==> config.mk <==
export PLATFORM = sky130hd
export DESIGN_NAME = priority_slot_allocator
export DESIGN_NICKNAME = d
export VERILOG_FILES = /design/src/psa_pkg.sv /design/src/psa_cell.sv /design/src/priority_slot_allocator.sv
export SDC_FILE = /design/constraint.sdc
export NUM_CORES = 2
export LEC_CHECK = 0
export ABC_AREA = 1
export ABC_CLOCK_PERIOD_IN_PS = 8240
export BUFFER_PORTS_ARGS = -buffer_cell sky130_fd_sc_hd__buf_2
export CELL_PAD_IN_SITES_DETAIL_PLACEMENT = 2
export CELL_PAD_IN_SITES_GLOBAL_PLACEMENT = 2
export CORE_MARGIN = 3
export CORE_UTILIZATION = 41
export CTS_BUF_LIST = sky130_fd_sc_hd__clkbuf_16
export CTS_CLUSTER_DIAMETER = 60
export DETAILED_ROUTE_END_ITERATION = 16
export GPL_ROUTABILITY_DRIVEN = 0
export PLACE_DENSITY = 0.92
export RECOVER_POWER = 50
export SLEW_MARGIN = 20
export SYNTH_ARGS = -nofsm -noshare
export SYNTH_HDL_FRONTEND = slang
export SYNTH_SLANG_ARGS = --single-unit
==> constraint.sdc <==
create_clock -name clk -period 8.24 [get_ports clk]
set_clock_uncertainty 0.2 [all_clocks]
set_input_delay 0.412 -clock clk [delete_from_list [all_inputs] [get_ports clk]]
set_output_delay 0.412 -clock clk [all_outputs]
set_load 0.02 [all_outputs]
==> src/psa_pkg.sv <==
// Shared types, codes and reset constants of the priority slot allocator.
package psa_pkg;

  localparam int SLOTS_DEF = 8;

  localparam logic [3:0]  ACTIVE_RESET = 4'd8;
  localparam logic [15:0] WTHR_RESET   = 16'd2;
  localparam logic [16:0] AGE_MAX      = 17'h1FFFF;

  // Configuration register indexes
  localparam logic CFG_ACTIVE = 1'b0;
  localparam logic CFG_WTHR   = 1'b1;

  typedef enum logic [1:0] {
    ACT_ADD    = 2'd0,
    ACT_TICK   = 2'd1,
    ACT_LOOKUP = 2'd2,
    ACT_BAD    = 2'd3
  } act_t;

  typedef enum logic [2:0] {
    ST_ADDED    = 3'd0,
    ST_INVALID  = 3'd1,
    ST_NOSLOT   = 3'd2,
    ST_FOUND    = 3'd3,
    ST_NOTFOUND = 3'd4,
    ST_TICK     = 3'd5
  } status_t;

  // Request fields broadcast to every cell during a sweep
  typedef struct packed {
    act_t        op;
    logic [31:0] handle;
  } req_t;

  // Slot write broadcast at commit
  typedef struct packed {
    logic        en;
    logic [15:0] lifetime;
    logic [15:0] prio;
    logic [31:0] handle;
  } wr_t;

  // Running search results handed from cell to cell
  typedef struct packed {
    logic        valid;
    logic        have_dead;
    logic        have_min;
    logic [15:0] minp;
    logic        hit;
    logic        alive;
    logic [16:0] age;
  } pkt_t;

endpackage

==> src/psa_cell.sv <==
// One slot of the allocator: slot state plus one stage of the search chain.
module psa_cell import psa_pkg::*; #(
  parameter int SLOTS = SLOTS_DEF,
  parameter int IDX   = 0,
  localparam int IW   = (SLOTS > 1) ? $clog2(SLOTS) : 1
) (
  input  logic          clk,
  input  logic          rst_n,
  input  logic [3:0]    active_slots_i,
  input  req_t          req_i,
  input  wr_t           wr_i,
  input  logic [IW-1:0] wr_idx_i,
  input  pkt_t          pkt_i,
  input  logic [IW-1:0] dead_idx_i,
  input  logic [IW-1:0] min_idx_i,
  input  logic [IW-1:0] hit_idx_i,
  output pkt_t          pkt_o,
  output logic [IW-1:0] dead_idx_o,
  output logic [IW-1:0] min_idx_o,
  output logic [IW-1:0] hit_idx_o
);

  localparam logic [IW-1:0] MY_IDX = IW'(IDX);

  logic [15:0]   life_r;
  logic [15:0]   prio_r;
  logic [31:0]   hand_r;
  logic [16:0]   age_r;
  pkt_t          pkt_r;
  pkt_t          pkt_nxt;
  logic [IW-1:0] dead_idx_r, dead_idx_nxt;
  logic [IW-1:0] min_idx_r, min_idx_nxt;
  logic [IW-1:0] hit_idx_r, hit_idx_nxt;
  logic          active;
  logic          do_tick;
  logic          do_wr;
  logic [16:0]   age_inc;

  assign active  = 32'(IDX) < {28'd0, active_slots_i};
  assign do_tick = pkt_i.valid && (req_i.op == ACT_TICK) && active && (life_r != 16'd0);
  assign do_wr   = wr_i.en && (wr_idx_i == MY_IDX);
  assign age_inc = (age_r < AGE_MAX) ? age_r + 17'd1 : age_r;

  always_comb begin
    pkt_nxt      = pkt_i;
    dead_idx_nxt = dead_idx_i;
    min_idx_nxt  = min_idx_i;
    hit_idx_nxt  = hit_idx_i;
    unique case (req_i.op)
      ACT_ADD: begin
        if (active && !pkt_i.have_dead && (life_r == 16'd0)) begin
          pkt_nxt.have_dead = 1'b1;
          dead_idx_nxt      = MY_IDX;
        end
        // strictly lower keeps the first of equal minima
        if (active && (prio_r < pkt_i.minp)) begin
          pkt_nxt.have_min = 1'b1;
          pkt_nxt.minp     = prio_r;
          min_idx_nxt      = MY_IDX;
        end
      end
      ACT_LOOKUP: begin
        if (!pkt_i.hit && (hand_r == req_i.handle)) begin
          pkt_nxt.hit   = 1'b1;
          pkt_nxt.alive = (life_r != 16'd0);
          pkt_nxt.age   = age_r;
          hit_idx_nxt   = MY_IDX;
        end
      end
      default: begin
      end
    endcase
  end

  always_ff @(posedge clk) begin
    if (!rst_n) begin
      life_r <= '0;
      prio_r <= '0;
      hand_r <= '0;
      age_r  <= '0;
    end else if (do_wr) begin
      life_r <= wr_i.lifetime;
      prio_r <= wr_i.prio;
      hand_r <= wr_i.handle;
      age_r  <= '0;
    end else if (do_tick) begin
      age_r <= age_inc;
      if (age_inc > {1'b0, life_r}) begin
        life_r <= '0;
      end
    end
  end

  always_ff @(posedge clk) begin
    if (!rst_n) begin
      pkt_r.valid <= 1'b0;
    end else begin
      pkt_r.valid <= pkt_i.valid;
    end
    pkt_r.have_dead <= pkt_nxt.have_dead;
    pkt_r.have_min  <= pkt_nxt.have_min;
    pkt_r.minp      <= pkt_nxt.minp;
    pkt_r.hit       <= pkt_nxt.hit;
    pkt_r.alive     <= pkt_nxt.alive;
    pkt_r.age       <= pkt_nxt.age;
    dead_idx_r      <= dead_idx_nxt;
    min_idx_r       <= min_idx_nxt;
    hit_idx_r       <= hit_idx_nxt;
  end

  assign pkt_o      = pkt_r;
  assign dead_idx_o = dead_idx_r;
  assign min_idx_o  = min_idx_r;
  assign hit_idx_o  = hit_idx_r;

endmodule

==> src/priority_slot_allocator.sv <==
// Top level of the priority slot allocator: request control, cell chain and result register.
//
// Usage:
//   Input channel (in_*): one request per handshake, taken when in_valid is high and
//   in_stall is low. in_action selects add (0), frame tick (1) or handle lookup (2);
//   action 3 answers "invalid". Every request yields exactly one result.
//   Result channel (out_*): out_valid holds with a steady payload until out_stall is low.
//   Configuration (cfg_*): cfg_index 0 = active_slots, 1 = weight_threshold; cfg_ready is
//   always high. Write only while no request is in flight.
// Timing:
//   A request travels the chain of SLOTS cells, one cell per cycle. A checked add, a tick
//   or a lookup is launched from a register, swept through the cells and captured at the
//   chain end before its result is loaded; a rejected add or action 3 skips the sweep.
//   The next request is taken only once the result is loaded; requests do not overlap.
// Reset:
//   rst_n (synchronous, active low) kills every slot, zeroes handles and ages, clears the
//   handle counter and loads active_slots = 8, weight_threshold = 2.
// Stall:
//   A stalled result holds in the output register; a request taken meanwhile runs its
//   sweep and waits at the chain end until the register frees up.
module priority_slot_allocator import psa_pkg::*; #(
  parameter int SLOTS = SLOTS_DEF,
  localparam int IW   = (SLOTS > 1) ? $clog2(SLOTS) : 1
) (
  input  logic               clk,
  input  logic               rst_n,
  // request channel
  input  logic               in_valid,
  output logic               in_stall,
  input  logic [1:0]         in_action,
  input  logic [15:0]        in_lifetime,
  input  logic [15:0]        in_priority_req,
  input  logic signed [15:0] in_radius,
  input  logic [15:0]        in_weight_sq,
  input  logic [31:0]        in_handle,
  // result channel
  output logic               out_valid,
  input  logic               out_stall,
  output logic [2:0]         out_status,
  output logic [2:0]         out_slot,
  output logic [31:0]        out_handle,
  output logic               out_alive,
  output logic [16:0]        out_age,
  // configuration write channel
  input  logic               cfg_valid,
  output logic               cfg_ready,
  input  logic               cfg_index,
  input  logic [15:0]        cfg_data
);

  typedef enum logic [1:0] {
    S_IDLE,
    S_SWEEP,
    S_DONE
  } state_t;

  state_t        state_r;

  // configuration registers
  logic [3:0]    active_slots_r;
  logic [15:0]   wthr_r;

  // request held for the whole sweep
  act_t          req_op_r;
  logic [15:0]   req_life_r;
  logic [15:0]   req_prio_r;
  logic [31:0]   req_handle_r;
  logic          bad_r;
  logic          launch_r;

  logic [31:0]   next_handle_r;

  // chain end, captured when the sweep leaves the last cell
  pkt_t          tail_r;
  logic [IW-1:0] tail_dead_r, tail_min_r, tail_hit_r;

  // output register
  logic          out_valid_r;
  status_t       out_status_r;
  logic [2:0]    out_slot_r;
  logic [31:0]   out_handle_r;
  logic          out_alive_r;
  logic [16:0]   out_age_r;

  // chain wiring
  pkt_t          pkt_c  [SLOTS+1];
  logic [IW-1:0] dead_c [SLOTS+1];
  logic [IW-1:0] min_c  [SLOTS+1];
  logic [IW-1:0] hit_c  [SLOTS+1];

  req_t          req_b;
  wr_t           wr_b;
  logic [IW-1:0] wr_idx;

  logic          in_acc;
  logic          in_bad;
  logic          out_free;
  logic          load_out;

  status_t       res_status;
  logic [IW-1:0] res_idx;
  logic [31:0]   res_handle;
  logic          res_alive;
  logic [16:0]   res_age;
  logic          res_commit;

  assign in_stall  = (state_r != S_IDLE);
  assign in_acc    = in_valid && !in_stall;
  assign cfg_ready = 1'b1;

  // reject action 3, and any add that fails its entry checks
  always_comb begin
    in_bad = 1'b0;
    unique case (act_t'(in_action))
      ACT_ADD: begin
        in_bad = (in_lifetime == 16'd0) || (in_radius == 16'sd0) || in_radius[15] ||
                 (in_weight_sq <= wthr_r);
      end
      ACT_TICK, ACT_LOOKUP: begin
        in_bad = 1'b0;
      end
      ACT_BAD: begin
        in_bad = 1'b1;
      end
    endcase
  end

  // configuration writes
  always_ff @(posedge clk) begin
    if (!rst_n) begin
      active_slots_r <= ACTIVE_RESET;
      wthr_r         <= WTHR_RESET;
    end else if (cfg_valid && cfg_ready) begin
      unique case (cfg_index)
        CFG_ACTIVE: active_slots_r <= cfg_data[3:0];
        CFG_WTHR:   wthr_r         <= cfg_data;
      endcase
    end
  end

  // launch packet: nothing found yet, minimum starts at the requested priority
  always_comb begin
    pkt_c[0].valid     = launch_r;
    pkt_c[0].have_dead = 1'b0;
    pkt_c[0].have_min  = 1'b0;
    pkt_c[0].minp      = req_prio_r;
    pkt_c[0].hit       = 1'b0;
    pkt_c[0].alive     = 1'b0;
    pkt_c[0].age       = '0;
    dead_c[0]          = '0;
    min_c[0]           = '0;
    hit_c[0]           = '0;
  end

  assign req_b.op     = req_op_r;
  assign req_b.handle = req_handle_r;

  genvar g;
  generate
    for (g = 0; g < SLOTS; g++) begin : g_cell
      psa_cell #(
        .SLOTS (SLOTS),
        .IDX   (g)
      ) u_cell (
        .clk            (clk),
        .rst_n          (rst_n),
        .active_slots_i (active_slots_r),
        .req_i          (req_b),
        .wr_i           (wr_b),
        .wr_idx_i       (wr_idx),
        .pkt_i          (pkt_c[g]),
        .dead_idx_i     (dead_c[g]),
        .min_idx_i      (min_c[g]),
        .hit_idx_i      (hit_c[g]),
        .pkt_o          (pkt_c[g+1]),
        .dead_idx_o     (dead_c[g+1]),
        .min_idx_o      (min_c[g+1]),
        .hit_idx_o      (hit_c[g+1])
      );
    end
  endgenerate

  // decide the result from the captured chain end
  always_comb begin
    res_status = ST_INVALID;
    res_idx    = '0;
    res_handle = '0;
    res_alive  = 1'b0;
    res_age    = '0;
    res_commit = 1'b0;
    if (!bad_r) begin
      unique case (req_op_r)
        ACT_ADD: begin
          // a dead slot wins over eviction
          priority if (tail_r.have_dead) begin
            res_status = ST_ADDED;
            res_idx    = tail_dead_r;
            res_commit = 1'b1;
          end else if (tail_r.have_min) begin
            res_status = ST_ADDED;
            res_idx    = tail_min_r;
            res_commit = 1'b1;
          end else begin
            res_status = ST_NOSLOT;
          end
          if (res_commit) begin
            res_handle = next_handle_r;
            res_alive  = 1'b1;
          end
        end
        ACT_TICK: begin
          res_status = ST_TICK;
        end
        ACT_LOOKUP: begin
          if (tail_r.hit) begin
            res_status = ST_FOUND;
            res_idx    = tail_hit_r;
            res_handle = req_handle_r;
            res_alive  = tail_r.alive;
            res_age    = tail_r.age;
          end else begin
            res_status = ST_NOTFOUND;
          end
        end
        ACT_BAD: begin
          res_status = ST_INVALID;
        end
      endcase
    end
  end

  assign out_free = !out_valid_r || !out_stall;
  assign load_out = (state_r == S_DONE) && out_free;

  // commit the add into its slot as the result is loaded
  assign wr_b.en       = load_out && res_commit;
  assign wr_b.lifetime = req_life_r;
  assign wr_b.prio     = req_prio_r;
  assign wr_b.handle   = next_handle_r;
  assign wr_idx        = res_idx;

  // request capture, sweep tracking and output register
  always_ff @(posedge clk) begin
    if (!rst_n) begin
      state_r       <= S_IDLE;
      launch_r      <= 1'b0;
      next_handle_r <= '0;
      out_valid_r   <= 1'b0;
    end else begin
      launch_r <= 1'b0;
      if (out_valid_r && !out_stall) begin
        out_valid_r <= 1'b0;
      end
      unique case (state_r)
        S_IDLE: begin
          if (in_acc) begin
            if (in_bad) begin
              state_r <= S_DONE;
            end else begin
              state_r  <= S_SWEEP;
              launch_r <= 1'b1;
            end
          end
        end
        S_SWEEP: begin
          if (pkt_c[SLOTS].valid) begin
            state_r <= S_DONE;
          end
        end
        S_DONE: begin
          if (out_free) begin
            out_valid_r <= 1'b1;
            state_r     <= S_IDLE;
            if (res_commit) begin
              next_handle_r <= next_handle_r + 32'd1;
            end
          end
        end
        default: begin
          state_r <= S_IDLE;
        end
      endcase
    end
    if (in_acc) begin
      req_op_r     <= act_t'(in_action);
      req_life_r   <= in_lifetime;
      req_prio_r   <= in_priority_req;
      req_handle_r <= in_handle;
      bad_r        <= in_bad;
    end
    if (pkt_c[SLOTS].valid) begin
      tail_r      <= pkt_c[SLOTS];
      tail_dead_r <= dead_c[SLOTS];
      tail_min_r  <= min_c[SLOTS];
      tail_hit_r  <= hit_c[SLOTS];
    end
    if (load_out) begin
      out_status_r <= res_status;
      out_slot_r   <= 3'(res_idx);
      out_handle_r <= res_handle;
      out_alive_r  <= res_alive;
      out_age_r    <= res_age;
    end
  end

  assign out_valid  = out_valid_r;
  assign out_status = out_status_r;
  assign out_slot   = out_slot_r;
  assign out_handle = out_handle_r;
  assign out_alive  = out_alive_r;
  assign out_age    = out_age_r;

endmodule
* Word-level counts from Yosys, hierarchy flattened
Index checks and enable logic that the tools add are counted.
Word-level totals: register bits 1208, input port bits 120, output and inout port bits 59, logic and storage cells 495
Operators by class: $add $sub $neg 9, magnitude comparators 33, eq/ne operators 26, multiplexer cells 141, bitwise logic cells 4, reduce and logical (&&, ||, !) cells 150
Operator list (number):
- $mux W16 | 25
- $mux W19 | 15
- $mux W17 | 16
- $eq A32 B32 Y1 | 8
- $logic_not A16 Y1 | 10
- $add A17 B1 Y17 const B | 8
- $gt A17 B16 Y1 | 8
- $lt A17 B17 Y1 const B | 8
- $lt A16 B16 Y1 | 8
- $reduce_bool A16 Y1 | 8
- $mux W18 | 7
- $mux W3 | 41
- $logic_and A1 B1 Y1 | 66
- $mux W32 | 2
- $pmux W32 S2 | 1
- $reduce_bool A2 Y1 | 17
- $add A32 B1 Y32 const B | 1
- $mux W1 | 23
- $reduce_and A2 Y1 | 11
- $reduce_or A2 Y1 | 9
- $logic_not A1 Y1 | 17
- $le A16 B16 Y1 | 1
- $lt A3 B4 Y1 const A | 4
- $eq A3 B3 Y1 const B | 4
- 20 further kinds | 45

* Depth between registers and ports, before layout
depth in word-level cells 10, gate-level depth with buffers 26, mapped depth without buffers 25

* Cells and area by module
Synthesis repeated with hierarchy kept, for this count alone.
Unflattened totals: cells, all modules 7637, area total of the unflattened synthesis 58262.1 um2
Modules (own cells, without submodules):
- priority_slot_allocator | instances 1, cells each 818, area each 8569.5 um2, sequential area each 5715.5 um2
- psa_cell at g_cell[0].u_cell | instances 1, cells each 865, area each 6382.4 um2, sequential area each 2562.5 um2
- psa_cell at g_cell[5].u_cell | instances 1, cells each 868, area each 6286.0 um2, sequential area each 2562.5 um2
- psa_cell at g_cell[6].u_cell | instances 1, cells each 853, area each 6254.7 um2, sequential area each 2562.5 um2
- psa_cell at g_cell[7].u_cell | instances 1, cells each 843, area each 6231.0 um2, sequential area each 2562.5 um2
- psa_cell at g_cell[1].u_cell | instances 1, cells each 840, area each 6172.2 um2, sequential area each 2562.5 um2
- psa_cell at g_cell[3].u_cell | instances 1, cells each 850, area each 6129.6 um2, sequential area each 2562.5 um2
- psa_cell at g_cell[4].u_cell | instances 1, cells each 857, area each 6128.4 um2, sequential area each 2562.5 um2
- psa_cell at g_cell[2].u_cell | instances 1, cells each 843, area each 6108.4 um2, sequential area each 2562.5 um2

* Least setup slack after synthesis
OpenSTA, ideal clock, no wires.
path kind flip-flop to flip-flop, start register state_r[0], end register bad_r (enable), library setup time 0.493 ns, arrival 3.397 ns, data required time 7.547 ns, setup slack 4.151 ns, cell stages (with the launch flop) 4, buffers on the path 0, period minus slack after synthesis 4.089 ns, path through dfxtp_1 nor2_1 inv_1 nor2_1
On the way: word-level cells in the longest chain between the ends 3
Ends and longest elaborated chain:
- from (decl) | RTL line priority_slot_allocator.sv:57 | state_t state_r;
- from (signal assigned) | RTL line priority_slot_allocator.sv:245 | state_r <= S_IDLE;
- from (signal assigned) | RTL line priority_slot_allocator.sv:258 | state_r <= S_DONE;
- from (signal assigned) | RTL line priority_slot_allocator.sv:260 | state_r <= S_SWEEP;
- $reduce_bool A2 Y1 | RTL line priority_slot_allocator.sv:107 | assign in_stall = (state_r != S_IDLE);
- net in_stall | RTL line priority_slot_allocator.sv:29 | output logic in_stall,
- $logic_not A1 Y1 | RTL line priority_slot_allocator.sv:108 | assign in_acc = in_valid && !in_stall;
- $logic_and A1 B1 Y1 | RTL line priority_slot_allocator.sv:108
- net in_acc | RTL line priority_slot_allocator.sv:95 | logic in_acc;
- to (signal assigned) | RTL line priority_slot_allocator.sv:289 | bad_r <= in_bad;
- to (decl) | RTL line priority_slot_allocator.sv:68 | logic bad_r;
The timed path passes the listed nets, and every way through them passes these cells. A chain may end at the register's enable or synchronous reset.

==> results.txt <==
* Outcome: complete, but fails checks
- Failing checks: capacitance limit, slew limit
- Overall die width: 365 microns
- After synthesis, flip-flops and latches occupy 48.1% of the total area.
- Post-CTS Repair Setup Buffers: 0
- Number of iterations in the first detailed-routing pass: 6
- The cell sitting at the root of the clock tree is a clkbuf_16.
- The slowest stage of the critical path belongs to the cell clkbuf_1.
- Count of nets after finishing: 7044
- The worst setup path is launched from a primary input.
- The clock network is responsible for 46.7% of the overall power.
- The routed design could run at a clock period as short as 6.93 ns.
- Die Height: 365 microns
- Insertion delay of the later-clocked pin in the worst-skew pair: 0.85 ns
- The final-report max-slew violation count was 728.
- In this run, the number of DRC markers left after iteration 0 of detailed routing was 6134.
- Synthesized net count: 6902
* Mean cell area of the mapped netlist: 8.13 sq um
- For the worst flop-to-flop path, the logic depth is 13.
* Areal power density over the cells: 228 nW/um^2
- The most used flip-flop cell after synthesis is dfxtp_1.
- The critical path is of the primary input to flip-flop type.
* Share of power burned in registers: 46.2%
- Entering global routing, the biggest net connects 124 pins.
- Of all flip-flops after synthesis, the portion carrying an async set or reset was 0%.
- Number of global-route vias before repair: 61200
- The clock drives 1196 sinks.
- Psw: 3910 uW
- Together, buffers and inverters on the worst path number 5.
- Clock tree from TritonCTS: yes
- Static leakage power: 0.0242 uW
- Post-detailed-route count of antenna-violating nets: 0
- The final count of hold timing violations was 0.
- Syn Inst Count: 6509
* Cell depth of the worst setup path: 7
- Counting flops with a built-in enable in the synthesized netlist gives 153.
* Most common cell after layout, fill and taps aside: nand2_1
- The area growth from synthesis to layout is 13.1%.
- After synthesis the cells add up to 52900 sq um.
- Vias: 54800
* Number of levels the H-tree was split into: 4
- Fraction of power spent switching nets: 28.7%
- Once the floorplan was initialized, standard cells occupied 41.4% of the core.
- The number of antenna violations at the first check in global routing was 13.
* Internal power consumption: 9720 uW
* Number of cells on the worst hold path: 2
- After clock tree synthesis, the clock-pin slew on the worst setup and hold paths is 0.06 ns.
- The Yosys step of the flow raised 0 warnings.
* Post-route DRC violation count: 0
- Cells with a size suffix above 1 make up 5.74% of the layout.
- The HPWL after detailed placement is 160000 microns.
- Die footprint: 133000 sq um
* Worst Setup Slack, final: 1.31 ns
- The kind of cell with the highest combined delay along the critical path is buffers and inverters.
* Via count normalized by instance count: 6.49
- In this run, distinct cell masters in the synthesized netlist total 63.
- Worst stage delay on the critical path: 2.84 ns
- Worst Hold Class: primary input to flip-flop
- The synthesized design spends more area on one cell type than any other, namely dfxtp_1.
* Number of buffers on the longest clock path: 3
- Setup tns final: 0 ns
- Yosys top cell area share: 39.4%
* Number of setup violations in the final report: 0
- Max-cap violations in this run came to 16.
- Gate power share: 7.2%
- Maximum frequency from static timing analysis: 144 MHz
* Data required time of the worst path: 8.76 ns
- Worst-path cell chain: dlygate4sd3_1 -> buf_8 -> clkbuf_1 -> buf_4 -> clkbuf_2 -> o21ai_0 -> a21oi_1
* Total of flip-flops plus latches after synthesis: 1196
* Wirelength, routed: 292000 microns
- The first global-routing pass estimated 425000 microns of wire.
- In the final routed layout, each cell accounts on average for 34.7 microns.
- The library cells used most frequently in the layout, excluding fill and tap cells, are nand2_1, dfxtp_1, a21oi_1.
- Max FO, Critical Path: 88
- Setup repair after global routing left no endpoint under its margin.
* Total routing resource utilization after global routing: 42.9%
- For the worst setup path, the data arrival time is 7.45 ns.
* Number of cell rows: 131
- Actual transition at the worst max-transition pin: 4.56 ns
- The total overflow left after global routing is 0.
* Top-level port count: 179
- Buffers placed on the I/O ports in this run total 177.
- Relative slew margins: -204%
- Of the available clock period, the critical path in the final layout requires 84.1%.
* Core area: 128000 sq um
- Setup WS pre-CTS: 3.19 ns
* CP endpoint kind: flip-flop
- Max VDD drop: 0.000234 V
- Number of buffers created by CTS: 141
* Cells taking the most area after synthesis: dfxtp_1, edfxtp_1, nand2_1
## cell type report
| cell class | count | area (sq um) |
|---|---|---|
| diodes | 13 | 32.5 |
| multi-input cells | 4262 | 23200 |
| flip-flops and latches | 1196 | 25500 |
| well taps | 1662 | 2080 |
| clock inverters | 104 | 603 |
| inverters | 734 | 2760 |
| fillers | 13800 | 67900 |
| repair buffers | 316 | 2030 |
| clock buffers | 149 | 3730 |
## synthesized netlist by cell type, drive strengths merged, types with 9 or more instances
library cell and n:
ha 273, clkbuf 176, o211ai 13, edfxtp 153, a211oi 80, nand3 203
nand2 1166, nor3 87, xnor2 18, a221oi 15, or2 37, nor4 85
o22ai 44, buf 141, o21a 14, clkinv 42, a21oi 782, a31oi 9
inv 692, xor2 174, nor2 382, nor3b 9, nand4 80, a22o 18
o21ai 725, dfxtp 1043
## kinds of logic after synthesis
group                    count (synthesis)  synth area share [%]
AO/OA/AOI/OAI                         1733                  17.5
XOR/XNOR                               192                  3.18
multiplexers                             1                0.0189
AND/OR/NAND/NOR                       2062                  16.8
buffers and inverters                 1051                  7.94
flip-flops                            1196                  48.1
adder cells (fa/ha/maj)                273                  6.45
other                                    1               0.00708
## per-stage QoR
stage	hold slack [ns]	utilization (%)	total power (uW)	cells	instance area, sq um
6_report	0.0727	46.9	13600	8436	59900
2_1_floorplan	0.186	-	6750	6509	52900
3_3_place_gp	0.186	42.9	7080	8080	54900
5_1_grt	0.0764	46.8	13900	8423	59900
3_5_place_dp	0.190	42.9	7180	8080	54900
4_1_cts	0.0703	47.0	13500	8422	60100
## worst reg2reg max path, stage by stage, from the launching register on
cell and delay (ns):
edfxtp_1 0.52, nor2_1 0.31, inv_1 0.49, nor2_4 0.91, nand2_1 0.13, nor2_1 0.83, nand3_1 0.68, clkinv_2 0.78
buf_4 0.67, nor2_2 0.19, inv_1 0.54, a21oi_1 0.10, o21ai_1 0.10, inv_1 0.07
## path summary, 6_finish.rpt
check | slack (ns) | end | startpoint
worst max-delay path | 1.31 | g_cell[2].u_cell.prio_r[8]$_SDFFE_PN0P_ | rst_n
worst min register to register | 0.20 | tail_r[7]$_DFFE_PP_ | g_cell[7].u_cell.pkt_o[7]$_DFF_P_
worst max register to register | 1.61 | g_cell[0].u_cell.age_r[14]$_SDFFE_PP0P_ | req_op_r[0]$_DFFE_PP_
worst min-delay path | 0.07 | req_handle_r[9]$_DFFE_PP_ | in_handle[9]
## registers in the layout, indices dropped and copies added, names as in the netlist, 21 cells and up
register and cells:
tail_r 21, req_handle_r 32, out_handle 32, g_cell.u_cell.life_r 128, g_cell.u_cell.pkt_o 288, g_cell.u_cell.age_r 136
g_cell.u_cell.prio_r 128, g_cell.u_cell.hand_r 256, next_handle_r 32
## power by group through the flow
stage | clock [uW] | sequential [uW] | combinational (uW)
after floorplan | 0 | 6270 | 485
after global placement | 0 | 6350 | 726
after detailed placement | 0 | 6370 | 803
after CTS | 6280 | 6260 | 912
after global routing | 6570 | 6290 | 1010
final | 6360 | 6290 | 975
## per-layer routing
layer	global-route usage (%)	part of all wire [%]	vias up	routed length (microns)
met1	45.6	35	27200	101000
met2	71.1	47	3755	136000
met4	34.8	9.6	8	28100
met3	12.2	9.2	1759	27000
met5	0.109	0.016	-	48
li1	-	-	22100	-
## what timing repair did
action                                 CTS  global route
hold buffers                            89             0
endpoints found under the hold margin  185             0
gates resized for setup                  0             0
Note: power is estimated with default switching activity, not from simulation.
